[src/hdl/gns_pkg.sv]
`timescale 1ns / 1ps
// ----------------------------------------------------------------------------
// gns_pkg
// Shared types and constants of the gate netlist settle simulator.
// ----------------------------------------------------------------------------
package gns_pkg;

  localparam int GNS_MAX_GATES   = 32;
  localparam int GNS_NUM_SIGNALS = 32;
  localparam int IDX_W           = 5;
  localparam int IDX_SPAN        = 1 << IDX_W;
  localparam int GCNT_W          = 6;
  localparam int PASS_W          = 8;
  localparam int DATA_W          = 32;
  localparam int ADDR_W          = 3;

  localparam logic [GCNT_W-1:0] GATE_COUNT_RST = 6'd0;
  localparam logic [PASS_W-1:0] MAX_PASSES_RST = 8'd33;

  // Input opcodes.
  localparam logic OP_LOAD  = 1'b0;
  localparam logic OP_APPLY = 1'b1;

  // Gate functions.
  localparam logic KIND_NOT = 1'b0;
  localparam logic KIND_AND = 1'b1;

  // Register index, taken from paddr[2].
  localparam logic REG_GATE_COUNT = 1'b0;
  localparam logic REG_MAX_PASSES = 1'b1;

  typedef struct packed {
    logic             kind;
    logic [IDX_W-1:0] in_b;
    logic [IDX_W-1:0] in_a;
    logic [IDX_W-1:0] out_sig;
  } gate_ent_t;

  // Commands from the controller to the datapath.
  typedef struct packed {
    logic accept;
    logic issue;
    logic restart;
    logic tgl;
    logic out_load;
  } gns_cmd_t;

  // Status from the datapath to the controller.
  typedef struct packed {
    logic empty;
    logic more;
    logic pass_done;
    logic again;
  } gns_sts_t;

endpackage

[src/hdl/gate_netlist_settle_sim.sv]
`timescale 1ns / 1ps
// ----------------------------------------------------------------------------
// gate_netlist_settle_sim
// Iterative settle simulator for a small netlist of NOT and AND gates.
// ----------------------------------------------------------------------------
// One item is handled at a time. A load item writes one gate entry; its result
// is loaded into the output register from the finish state once that register
// is free. An apply item with n active gates (n = min(gate_count, MAX_GATES,
// 32)) runs P settle passes and then a toggle pass: the gate table memory
// delivers one entry per cycle, so each pass reads the gates in order through
// a registered read, and the final pass over the table builds the toggle mask.
// With no active gates an apply item completes like a load. The result sits in
// an output register, so the next item may transfer while it waits.
// ----------------------------------------------------------------------------
module gate_netlist_settle_sim #(
  parameter int MAX_GATES   = gns_pkg::GNS_MAX_GATES,
  parameter int NUM_SIGNALS = gns_pkg::GNS_NUM_SIGNALS
) (
  input  logic                          clk,
  input  logic                          rst_n,
  input  logic                          psel,
  input  logic                          penable,
  input  logic                          pwrite,
  input  logic [gns_pkg::ADDR_W-1:0]    paddr,
  input  logic [gns_pkg::DATA_W-1:0]    pwdata,
  output logic [gns_pkg::DATA_W-1:0]    prdata,
  output logic                          pready,
  input  logic                          in_valid,
  output logic                          in_ready,
  input  logic                          in_opcode,
  input  logic [4:0]                    in_gate_slot,
  input  logic                          in_gate_kind,
  input  logic [4:0]                    in_gate_out_signal,
  input  logic [4:0]                    in_gate_in_a,
  input  logic [4:0]                    in_gate_in_b,
  input  logic [31:0]                   in_drive_mask,
  input  logic [31:0]                   in_drive_values,
  output logic                          out_valid,
  input  logic                          out_ready,
  output logic [31:0]                   out_signal_values,
  output logic [31:0]                   out_gate_toggled,
  output logic [7:0]                    out_pass_count,
  output logic                          out_not_settled
);
  import gns_pkg::*;

  gns_cmd_t          cmd;
  gns_sts_t          sts;
  logic [GCNT_W-1:0] gate_count;
  logic [PASS_W-1:0] max_passes;

  gns_regs u_regs (
    .clk        (clk),
    .rst_n      (rst_n),
    .psel       (psel),
    .penable    (penable),
    .pwrite     (pwrite),
    .paddr      (paddr),
    .pwdata     (pwdata),
    .prdata     (prdata),
    .pready     (pready),
    .gate_count (gate_count),
    .max_passes (max_passes)
  );

  gns_ctrl u_ctrl (
    .clk       (clk),
    .rst_n     (rst_n),
    .in_valid  (in_valid),
    .in_opcode (in_opcode),
    .in_ready  (in_ready),
    .out_valid (out_valid),
    .out_ready (out_ready),
    .cmd       (cmd),
    .sts       (sts)
  );

  gns_dpath #(
    .MAX_GATES   (MAX_GATES),
    .NUM_SIGNALS (NUM_SIGNALS)
  ) u_dpath (
    .clk                (clk),
    .rst_n              (rst_n),
    .cmd                (cmd),
    .sts                (sts),
    .gate_count         (gate_count),
    .max_passes         (max_passes),
    .in_opcode          (in_opcode),
    .in_gate_slot       (in_gate_slot),
    .in_gate_kind       (in_gate_kind),
    .in_gate_out_signal (in_gate_out_signal),
    .in_gate_in_a       (in_gate_in_a),
    .in_gate_in_b       (in_gate_in_b),
    .in_drive_mask      (in_drive_mask),
    .in_drive_values    (in_drive_values),
    .out_signal_values  (out_signal_values),
    .out_gate_toggled   (out_gate_toggled),
    .out_pass_count     (out_pass_count),
    .out_not_settled    (out_not_settled)
  );

endmodule

[src/hdl/gns_regs.sv]
`timescale 1ns / 1ps
// ----------------------------------------------------------------------------
// gns_regs
// Configuration registers behind the APB-style port.
// ----------------------------------------------------------------------------
module gns_regs (
  input  logic                          clk,
  input  logic                          rst_n,
  input  logic                          psel,
  input  logic                          penable,
  input  logic                          pwrite,
  input  logic [gns_pkg::ADDR_W-1:0]    paddr,
  input  logic [gns_pkg::DATA_W-1:0]    pwdata,
  output logic [gns_pkg::DATA_W-1:0]    prdata,
  output logic                          pready,
  output logic [gns_pkg::GCNT_W-1:0]    gate_count,
  output logic [gns_pkg::PASS_W-1:0]    max_passes
);
  import gns_pkg::*;

  logic [GCNT_W-1:0] gate_count_r;
  logic [PASS_W-1:0] max_passes_r;
  logic              wr_en;

  assign pready = 1'b1;
  assign wr_en  = psel & penable & pwrite;

  always_ff @(posedge clk) begin
    if (!rst_n) begin
      gate_count_r <= GATE_COUNT_RST;
      max_passes_r <= MAX_PASSES_RST;
    end else if (wr_en) begin
      case (paddr[2])
        REG_GATE_COUNT: gate_count_r <= pwdata[GCNT_W-1:0];
        REG_MAX_PASSES: max_passes_r <= pwdata[PASS_W-1:0];
        default: ;
      endcase
    end
  end

  always_comb begin
    case (paddr[2])
      REG_GATE_COUNT: prdata = DATA_W'(gate_count_r);
      REG_MAX_PASSES: prdata = DATA_W'(max_passes_r);
      default:        prdata = '0;
    endcase
  end

  assign gate_count = gate_count_r;
  assign max_passes = max_passes_r;

endmodule

[src/hdl/gns_dpath.sv]
`timescale 1ns / 1ps
// ----------------------------------------------------------------------------
// gns_dpath
// Gate table memory, signal vector, sweep counter and result registers.
// ----------------------------------------------------------------------------
module gns_dpath #(
  parameter int MAX_GATES   = gns_pkg::GNS_MAX_GATES,
  parameter int NUM_SIGNALS = gns_pkg::GNS_NUM_SIGNALS
) (
  input  logic                          clk,
  input  logic                          rst_n,
  input  gns_pkg::gns_cmd_t             cmd,
  output gns_pkg::gns_sts_t             sts,
  input  logic [gns_pkg::GCNT_W-1:0]    gate_count,
  input  logic [gns_pkg::PASS_W-1:0]    max_passes,
  input  logic                          in_opcode,
  input  logic [gns_pkg::IDX_W-1:0]     in_gate_slot,
  input  logic                          in_gate_kind,
  input  logic [gns_pkg::IDX_W-1:0]     in_gate_out_signal,
  input  logic [gns_pkg::IDX_W-1:0]     in_gate_in_a,
  input  logic [gns_pkg::IDX_W-1:0]     in_gate_in_b,
  input  logic [31:0]                   in_drive_mask,
  input  logic [31:0]                   in_drive_values,
  output logic [31:0]                   out_signal_values,
  output logic [31:0]                   out_gate_toggled,
  output logic [gns_pkg::PASS_W-1:0]    out_pass_count,
  output logic                          out_not_settled
);
  import gns_pkg::*;

  localparam int AW      = $clog2(MAX_GATES);
  localparam int SIW     = $clog2(NUM_SIGNALS);
  localparam int ACT_MAX = (MAX_GATES < 32) ? MAX_GATES : 32;
  localparam int CW      = $clog2(ACT_MAX + 1);

  gate_ent_t gate_mem [MAX_GATES];

  logic [NUM_SIGNALS-1:0] sig_r, sig_nxt, snap_r, forced;
  logic [CW-1:0]          cnt_r, n_act;
  logic                   iss_r, last_r;
  logic [IDX_W-1:0]       gidx_r;
  gate_ent_t              rd_ent_r, wr_ent;
  logic                   chg_acc_r, changed_r;
  logic [PASS_W-1:0]      passes_r, limit;
  logic [PASS_W:0]        pass_inc;
  logic [31:0]            tgl_r;
  logic [31:0]            out_sig_r, out_tgl_r;
  logic [PASS_W-1:0]      out_pass_r;
  logic                   out_ns_r;
  logic [SIW-1:0]         mod_tbl [IDX_SPAN];
  logic [SIW-1:0]         o_idx, a_idx, b_idx;
  logic                   ev_bit, sweep_ev, chg_now, chg_all;
  logic                   apply_go, load_go, slot_ok;
  logic [63:0]            mask_ext, val_ext, sig_ext;

  // Signal indexes wrap modulo the signal count.
  genvar gi;
  for (gi = 0; gi < IDX_SPAN; gi++) begin : g_mod
    assign mod_tbl[gi] = SIW'(gi % NUM_SIGNALS);
  end

  assign n_act = (gate_count > ACT_MAX) ? CW'(ACT_MAX) : gate_count[CW-1:0];
  assign limit = (max_passes == '0) ? PASS_W'(1) : max_passes;

  assign apply_go = cmd.accept & (in_opcode == OP_APPLY);
  assign load_go  = cmd.accept & (in_opcode == OP_LOAD);
  assign slot_ok  = 32'(in_gate_slot) < MAX_GATES;

  assign wr_ent.kind    = in_gate_kind;
  assign wr_ent.in_b    = in_gate_in_b;
  assign wr_ent.in_a    = in_gate_in_a;
  assign wr_ent.out_sig = in_gate_out_signal;

  assign mask_ext = 64'(in_drive_mask);
  assign val_ext  = 64'(in_drive_values);
  assign forced   = (sig_r & ~mask_ext[NUM_SIGNALS-1:0])
                  | (val_ext[NUM_SIGNALS-1:0] & mask_ext[NUM_SIGNALS-1:0]);

  always_comb begin
    o_idx    = mod_tbl[rd_ent_r.out_sig];
    a_idx    = mod_tbl[rd_ent_r.in_a];
    b_idx    = mod_tbl[rd_ent_r.in_b];
    ev_bit   = (rd_ent_r.kind == KIND_AND) ? (sig_r[a_idx] & sig_r[b_idx])
                                           : ~sig_r[a_idx];
    sweep_ev = iss_r & ~cmd.tgl;
    chg_now  = sweep_ev & (ev_bit != sig_r[o_idx]);
    chg_all  = chg_acc_r | chg_now;
    pass_inc = {1'b0, passes_r} + 1'b1;
    sig_nxt  = sig_r;
    if (apply_go) begin
      sig_nxt = forced;
    end else if (sweep_ev) begin
      sig_nxt[o_idx] = ev_bit;
    end
  end

  assign sts.empty     = (n_act == '0);
  assign sts.more      = (cnt_r < n_act);
  assign sts.pass_done = iss_r & last_r;
  assign sts.again     = chg_all & (pass_inc < {1'b0, limit});

  // Gate table: one write port for loads, one registered read for sweeps and the toggle pass.
  always_ff @(posedge clk) begin
    if (load_go && slot_ok) begin
      gate_mem[AW'(in_gate_slot)] <= wr_ent;
    end
    if (cmd.issue) begin
      rd_ent_r <= gate_mem[AW'(cnt_r)];
    end
  end

  always_ff @(posedge clk) begin
    if (!rst_n) begin
      sig_r     <= '0;
      cnt_r     <= '0;
      iss_r     <= 1'b0;
      last_r    <= 1'b0;
      chg_acc_r <= 1'b0;
      changed_r <= 1'b0;
      passes_r  <= '0;
      tgl_r     <= '0;
    end else begin
      sig_r  <= sig_nxt;
      iss_r  <= cmd.issue;
      last_r <= cmd.issue & (cnt_r == n_act - 1'b1);
      if (cmd.accept || cmd.restart) begin
        cnt_r <= '0;
      end else if (cmd.issue) begin
        cnt_r <= cnt_r + 1'b1;
      end
      if (cmd.accept) begin
        chg_acc_r <= 1'b0;
        changed_r <= 1'b0;
        tgl_r     <= '0;
        passes_r  <= (apply_go && sts.empty) ? PASS_W'(1) : '0;
      end else if (sweep_ev) begin
        chg_acc_r <= chg_all;
        if (sts.pass_done) begin
          passes_r  <= pass_inc[PASS_W-1:0];
          changed_r <= chg_all;
          chg_acc_r <= 1'b0;
        end
      end else if (iss_r && cmd.tgl) begin
        tgl_r[gidx_r] <= sig_r[o_idx] ^ snap_r[o_idx];
      end
    end
  end

  // Snapshot after forcing; the toggle pass compares each gate against it.
  always_ff @(posedge clk) begin
    if (apply_go) begin
      snap_r <= forced;
    end
    if (cmd.issue) begin
      gidx_r <= IDX_W'(cnt_r);
    end
  end

  assign sig_ext = 64'(sig_r);

  always_ff @(posedge clk) begin
    if (cmd.out_load) begin
      out_sig_r  <= sig_ext[31:0];
      out_tgl_r  <= tgl_r;
      out_pass_r <= passes_r;
      out_ns_r   <= changed_r;
    end
  end

  assign out_signal_values = out_sig_r;
  assign out_gate_toggled  = out_tgl_r;
  assign out_pass_count    = out_pass_r;
  assign out_not_settled   = out_ns_r;

endmodule

[src/hdl/gns_ctrl.sv]
`timescale 1ns / 1ps
// ----------------------------------------------------------------------------
// gns_ctrl
// Sequencer: accept, settle sweeps, toggle pass and result hand-off.
// ----------------------------------------------------------------------------
module gns_ctrl (
  input  logic              clk,
  input  logic              rst_n,
  input  logic              in_valid,
  input  logic              in_opcode,
  output logic              in_ready,
  output logic              out_valid,
  input  logic              out_ready,
  output gns_pkg::gns_cmd_t cmd,
  input  gns_pkg::gns_sts_t sts
);
  import gns_pkg::*;

  typedef enum logic [3:0] {
    S_IDLE   = 4'b0001,
    S_SWEEP  = 4'b0010,
    S_TOGGLE = 4'b0100,
    S_FINISH = 4'b1000
  } state_t;

  state_t state_r, state_nxt;
  logic   out_valid_r, out_valid_nxt;
  logic   out_free;

  assign out_free = ~out_valid_r | out_ready;

  always_comb begin
    state_nxt = state_r;
    cmd       = '0;
    in_ready  = 1'b0;
    case (state_r)
      S_IDLE: begin
        in_ready = 1'b1;
        if (in_valid) begin
          cmd.accept = 1'b1;
          if (in_opcode == OP_LOAD || sts.empty) begin
            state_nxt = S_FINISH;
          end else begin
            state_nxt = S_SWEEP;
          end
        end
      end
      S_SWEEP: begin
        cmd.issue = sts.more;
        if (sts.pass_done) begin
          cmd.restart = 1'b1;
          state_nxt   = sts.again ? S_SWEEP : S_TOGGLE;
        end
      end
      S_TOGGLE: begin
        cmd.tgl   = 1'b1;
        cmd.issue = sts.more;
        if (sts.pass_done) begin
          state_nxt = S_FINISH;
        end
      end
      S_FINISH: begin
        if (out_free) begin
          cmd.out_load = 1'b1;
          state_nxt    = S_IDLE;
        end
      end
      default: state_nxt = S_IDLE;
    endcase
  end

  always_comb begin
    out_valid_nxt = out_valid_r;
    if (cmd.out_load) begin
      out_valid_nxt = 1'b1;
    end else if (out_ready) begin
      out_valid_nxt = 1'b0;
    end
  end

  always_ff @(posedge clk) begin
    if (!rst_n) begin
      state_r     <= S_IDLE;
      out_valid_r <= 1'b0;
    end else begin
      state_r     <= state_nxt;
      out_valid_r <= out_valid_nxt;
    end
  end

  assign out_valid = out_valid_r;

endmodule

[config.mk]
export PLATFORM = sky130hd
export DESIGN_NAME = gate_netlist_settle_sim
export DESIGN_NICKNAME = d
export VERILOG_FILES = /design/src/hdl/gns_pkg.sv /design/src/hdl/gate_netlist_settle_sim.sv /design/src/hdl/gns_regs.sv /design/src/hdl/gns_dpath.sv /design/src/hdl/gns_ctrl.sv
export SDC_FILE = /design/constraint.sdc
export NUM_CORES = 1
export LEC_CHECK = 0
export ABC_AREA = 1
export BUFFER_PORTS_ARGS = -buffer_cell sky130_fd_sc_hd__buf_2
export CORE_MARGIN = 4
export CORE_UTILIZATION = 39
export DETAILED_ROUTE_END_ITERATION = 16
export PLACE_DENSITY = 0.63
export SETUP_SLACK_MARGIN = 0.3
export SYNTH_ARGS = -nofsm -noshare
export SYNTH_HDL_FRONTEND = slang
export SYNTH_SLANG_ARGS = --single-unit
[constraint.sdc]
create_clock -name clk -period 5.45 [get_ports clk]
set_input_delay 0 -clock clk [delete_from_list [all_inputs] [get_ports clk]]
set_output_delay 0 -clock clk [all_outputs]
set_load 0.01 [all_outputs]
== After elaboration in Yosys (flattened, before gate mapping) ==
Memory sizes are Yosys's and may differ from the RTL's. A register that Yosys moved wholly into a read port is not among the register bits.
Cells that the tools add are included.

* Register bits: 211
* Latch bits: 0
* Memory bits (writable): 512
* ROM bits: 480
* Input port bits: 128
* Output and inout bits: 108
* Word-level logic and storage cells: 146
* Memories: 4

{| class="wikitable"
|+ Memories
! memory !! depth !! width !! read ports !! clocked after memory_dff !! wr ports !! line !! source
|-
| u_dpath.gate_mem || 32 || 16 || 1 || 1 || 1 || gns_dpath.sv:36 || <nowiki>gate_ent_t gate_mem [MAX_GATES];</nowiki>
|-
| (no name shown) || 32 || 5 || 1 || 0 || 0 || gns_dpath.sv:80 || <nowiki>o_idx = mod_tbl[rd_ent_r.out_sig];</nowiki>
|-
| (no name shown) || 32 || 5 || 1 || 0 || 0 || gns_dpath.sv:81 || <nowiki>a_idx = mod_tbl[rd_ent_r.in_a];</nowiki>
|-
| (no name shown) || 32 || 5 || 1 || 0 || 0 || gns_dpath.sv:82 || <nowiki>b_idx = mod_tbl[rd_ent_r.in_b];</nowiki>
|}

* $add $sub $neg: 3
* Multiply operators: 0
* Divide/modulo/power cells: 0
* Order comparisons: 12
* Equal/unequal tests: 10
* Shifts and indexed selects: 0
* Multiplexer cells: 51
* Bitwise gates (word level): 27
* Reductions and logical operators: 21

{| class="wikitable"
|+ Operators by type and width
! cell !! number
|-
| AND 32 bit || 2
|-
| bitwise mux 32 bit || 2
|-
| two-way mux 32 bit || 2
|-
| case mux 32 bit (2 select lines) || 1
|-
| two-way mux 8 bit || 4
|-
| inverter 32 bit || 1
|-
| OR 32 bit || 1
|-
| two-way mux 5 bit || 6
|-
| less-than comparator 5 x 6 -> 1 bit (second input constant) || 4
|-
| two-way mux 1 bit || 22
|-
| binary-select mux 1 bit (select 5 bit) || 4
|-
| two-way mux 4 bit || 5
|-
| >= comparator 6 bit (second input constant) || 3
|-
| inverter 5 -> 6 bit || 3
|-
| case mux 4 bit (4 select lines) || 1
|-
| AND 1 bit || 10
|-
| demux 1 bit (select 5 bit) || 2
|-
| >= comparator 5 x 1 -> 1 bit (second input constant) || 2
|-
| AND reduction 2 bit || 5
|-
| adder 8 x 1 -> 9 bit (second input constant) || 1
|-
| less-than comparator 9 x 8 -> 1 bit || 1
|-
| zero test 8 bit || 1
|-
| nonzero test 2 bit || 4
|-
| inverter 1 bit || 7
|-
| other kinds (21) || 30
|}

== Depth between registers and ports, before layout ==
* Depth after elaboration: 15
* Mapped depth: 20
* Gate-level depth less buffers: 18

== Hierarchy ==
Synthesis repeated with hierarchy kept, for this count alone.

* Cells, all modules: 2761
* Area total of the unflattened synthesis: 31406.4 um2

{| class="wikitable"
|+ By module, submodules not included
! module !! instances !! cells an instance !! area each (um2)
|-
| gns_dpath || 1 || 2558 || 30112.6
|-
| gns_regs || 1 || 138 || 939.7
|-
| gns_ctrl || 1 || 65 || 354.1
|}

== Worst setup path after synthesis ==
No wires, ideal clock.

* Path kind: register to register
* Start point: reg u_ctrl.state_r[3]
* End point: reg u_dpath.out_tgl_r[0], in the netlist u_dpath.out_gate_toggled[0], enable pin
* Setup time: 0.504 ns
* Arrival: 3.864 ns
* Data required time: 4.946 ns
* Setup slack: 1.081 ns
* Cell stages (with the launch flop): 5
* Buffers on the path: 0
* Path through: dfxtp_1 -> inv_1 -> nor4_1 -> inv_1 -> nor2_1

{| class="wikitable"
|+ RTL lines
! item !! line !! source
|-
| start: declaration || gns_ctrl.sv:26 || <nowiki>state_t state_r, state_nxt;</nowiki>
|-
| start signal: assignment || gns_ctrl.sv:86 || <nowiki>state_r <= state_nxt;</nowiki>
|-
| end signal: assignment || gns_dpath.sv:164 || <nowiki>out_tgl_r <= tgl_r;</nowiki>
|-
| end: declaration || gns_dpath.sv:47 || <nowiki>logic [31:0] out_sig_r, out_tgl_r;</nowiki>
|}

== Final worst setup path ==
* Start point: reg u_ctrl.state_r[3]
* End point: mem u_dpath.gate_mem[12][10] in the netlist's numbering, enable pin

* Longest elaborated chain between the ends: 5

{| class="wikitable"
|+ Ends and longest elaborated chain
! item !! line !! source
|-
| equality test 4 x 1 -> 1 bit || gns_ctrl.sv:36 || <nowiki>case (state_r)</nowiki>
|-
| two-way mux 1 bit || gns_ctrl.sv:36 ||
|-
| AND 1 bit || gns_dpath.sv:66 || <nowiki>assign load_go = cmd.accept & (in_opcode == OP_LOAD);</nowiki>
|-
| two-way mux 1 bit || gns_dpath.sv:104 || <nowiki>if (load_go && slot_ok) begin</nowiki>
|-
| two-way mux 1 bit (implied by the code) || gns_dpath.sv:105 || <nowiki>gate_mem[AW'(in_gate_slot)] <= wr_ent;</nowiki>
|-
| end: declaration || gns_dpath.sv:36 ||
|}

Every way passes these cells.

==> out/metrics.csv <==
metric;value;unit
overflow;0;
synth_top_area_cell;edfxtp_1;
cts-hold-fix-buffers;128;
cts_made_buffers;81;
maxSlewHeadroom;0.167;
setup_tns;0;ns
maxCapViolCount;0;
vias;21983;
critPathCaptureType;flop;
synth_compound_gate_area_share;0.126;
area_delta_synth_final;19.3;%
fmax;284;MHz
synthXorXnorAreaFrac;0.00339;
critPathKind;reg -> reg;
required;5.77;ns
io_pins;236;
final_core_util;0.471;
cts_resized;0;
ant_nets;0;
grt_max_degree;197;
seq_area_frac_synth;0.691;
wl_per_cell;19.9;µm
crit_arrival;3.84;ns
clk_pin_slew;0.06;ns
die_x;288;µm
synth_fa_ha_area_frac;0.00694;
synth-seq-cells;739;
tritoncts;yes;
ys_async_sr_fraction;0;
muxShareOfSynthArea;0;
rows;102;
drive_gt1_frac;0.120;
power_density;337;nW/µm²
worstSkewPairLatency;0.63;ns
crit_path_max_fanout;9;
start_util;0.394;
slew_viol_final;0;
ir_worst_vdd;0.279;mV
synth_top_area_share;0.625;
dr.pass1.iters;5;
port_buffers;184;
via_per_inst;5.28;
drt_iter0_drc;1806;
drc;0;
post_synth.cell_area_avg;11.2;µm²
nets;3201;
synth_edf_count;638;
dieArea;83200;µm²
p_leak;13.0;nW
synth.area.top_cells;edfxtp_1 (62%), dfxtp_1 (6.6%), o21ai_0 (5.7%);
cts_setup_buffers;0;
h-tree-depth;3;
wirelength;82700;µm
dieHeight;288;µm
synth_top_family_by_area;compound AO/OA/AOI/OAI gates;
grt_pass1_vias;20890;
tightestPinTransition;1.24;ns
hold_class;in -> reg;
finalClockSkew;0.0215;ns
critPathLaunchType;flop;
post_synth_num_cell_types;41;
fin_crit;3.52;ns
outcome;complete, no violations;
rsz0062_at_grt;false;
syn_area;30700;µm²
gp_congestion;0.943;
yosysWarnings;0;
antenna_found_initial;5;
ys.flop_type;edfxtp_1;
core_area;77700;µm²
synth_simple_gate_area_frac;0.121;
cts.sinks;739;
hold_viol_final;0;
clock_path_buffers;3;
clock_tree.root_cell;clkbuf_16;
place_ws;2.04;ns
grt_pass1_wl;124000;µm
min_period_over_period;0.645;
setup_viol;0;
synthCells;2747;
fin_ws;1.93;ns
fillers;7029;
grt_util_all_layers;0.194;
dp_hpwl;49400;µm
[cell usage in the layout (no fill, tap or decap), drive strengths merged, types with 3 or more instances in the layout]
master and instances:
a31oi 32, dlygate4sd3 128, edfxtp 638, bufinv 6, o22ai 94, ha 17, o211ai 18, a221oi 3
buf 238, inv 224, clkbuf 101, nor3 16, xor2 9, nor2 377, nand3 116, dfxtp 101
o221ai 51, nor4 13, conb 25, a21oi 71, clkinv 42, nand4 20, o21ai 385, nand2 365
a22oi 16
[worst max-delay path: stages, from the launching register on]
cell     delay [ns]
dfxtp_1        0.33
nor2_1         0.11
nand3_1        0.13
nor2_1         0.23
inv_1          0.11
nor2_1         0.60
nand3_1        0.49
nor2_1         0.86
buf_4          0.33
[final cells by class]
type | instances | area, µm² | share of cell area
diodes | 1 | 2.50 | 0.0000684
clock buffers | 101 | 2120 | 0.0580
clock inverters | 48 | 480 | 0.0131
inverters | 226 | 855 | 0.0234
multi-input cells | 1642 | 8000 | 0.219
flip-flops and latches | 739 | 21200 | 0.579
well taps | 1040 | 1300 | 0.0356
repair buffers | 366 | 2630 | 0.0720
[power breakdown]
group | switching [mW] | internal (mW) | leakage, nW
Combinational | 0.417 | 0.222 | 5.16
Clock | 2.26 | 3.08 | 1.27
Sequential | 0.0700 | 6.27 | 6.59
[routing by layer]
metal  GRT usage  wire, µm  part of all wire  up-vias
met5           0         0                 0        -
met4      0.0689      2650             0.032        0
met3      0.0285      5180             0.063      154
met2       0.330     40500              0.49      786
met1       0.253     34400              0.42    10648
li1            -         -                 -    10395
[registers in the layout, summed over array words and instances (netlist names), 4 cells and up]
register	count
u_dpath.cnt_r	6
u_dpath.gidx_r	5
u_dpath.passes_r	8
u_dpath.rd_ent_r	16
u_dpath.out_pass_count	8
u_ctrl.state_r	4
u_regs.gate_count	6
u_dpath.tgl_r	32
u_dpath.out_gate_toggled	32
u_dpath.sig_r	32
u_dpath.snap_r	32
u_dpath.out_signal_values	32
u_dpath.gate_mem	512
u_regs.max_passes	8
[metrics by stage]
| stage | power [mW] | hold slack (ns) | std cells | area, µm² |
|---|---|---|---|---|
| final | 12.3 | 0.0632 | 4163 | 36600 |
| after global routing | 12.7 | 0.120 | 4162 | 36600 |
| after CTS | 12.4 | 0.0262 | 4162 | 36600 |
| after detailed placement | 7.02 | 0.251 | 3885 | 32700 |
| after global placement | 7.01 | 0.239 | 3885 | 32700 |
| after floorplan | 6.75 | 0.0989 | 2770 | 30700 |
[synthesized netlist by cell type, drive strengths merged, types with 18 or more instances]
master and count:
buf 48, o22ai 94, nand3 116, dfxtp 101
nand4 20, nand2 365, a21oi 71, clkbuf 115
o21ai 385, nor2 377, o221ai 51, a31oi 32
inv 220, o211ai 18, edfxtp 638
[cell families (layout without fill, tap and decap cells)]
kind of cell / Yosys count / in the layout
simple gates: 912 / 912
flops: 739 / 739
compound gates: 677 / 677
buf+inv: 389 / 741
fa+ha+maj: 17 / 17
xor+xnor: 11 / 11
other cells: 2 / 26
[path summary, 6_finish.rpt]
| path | startpoint | end | slack (ns) | cells past startpoint |
|---|---|---|---|---|
| setup / recovery | u_ctrl.state_r[3] | u_dpath.gate_mem[12][10] | 1.93 | 8 |
| hold / removal | penable | u_regs.gate_count[0] | 0.06 | 5 |
| setup reg to reg | u_ctrl.state_r[3] | u_dpath.gate_mem[12][10] | 1.93 | 8 |
| hold reg to reg | u_dpath.tgl_r[7] | u_dpath.out_gate_toggled[7] | 0.43 | 0 |
No activity file was read; power rests on OpenSTA's default activity.
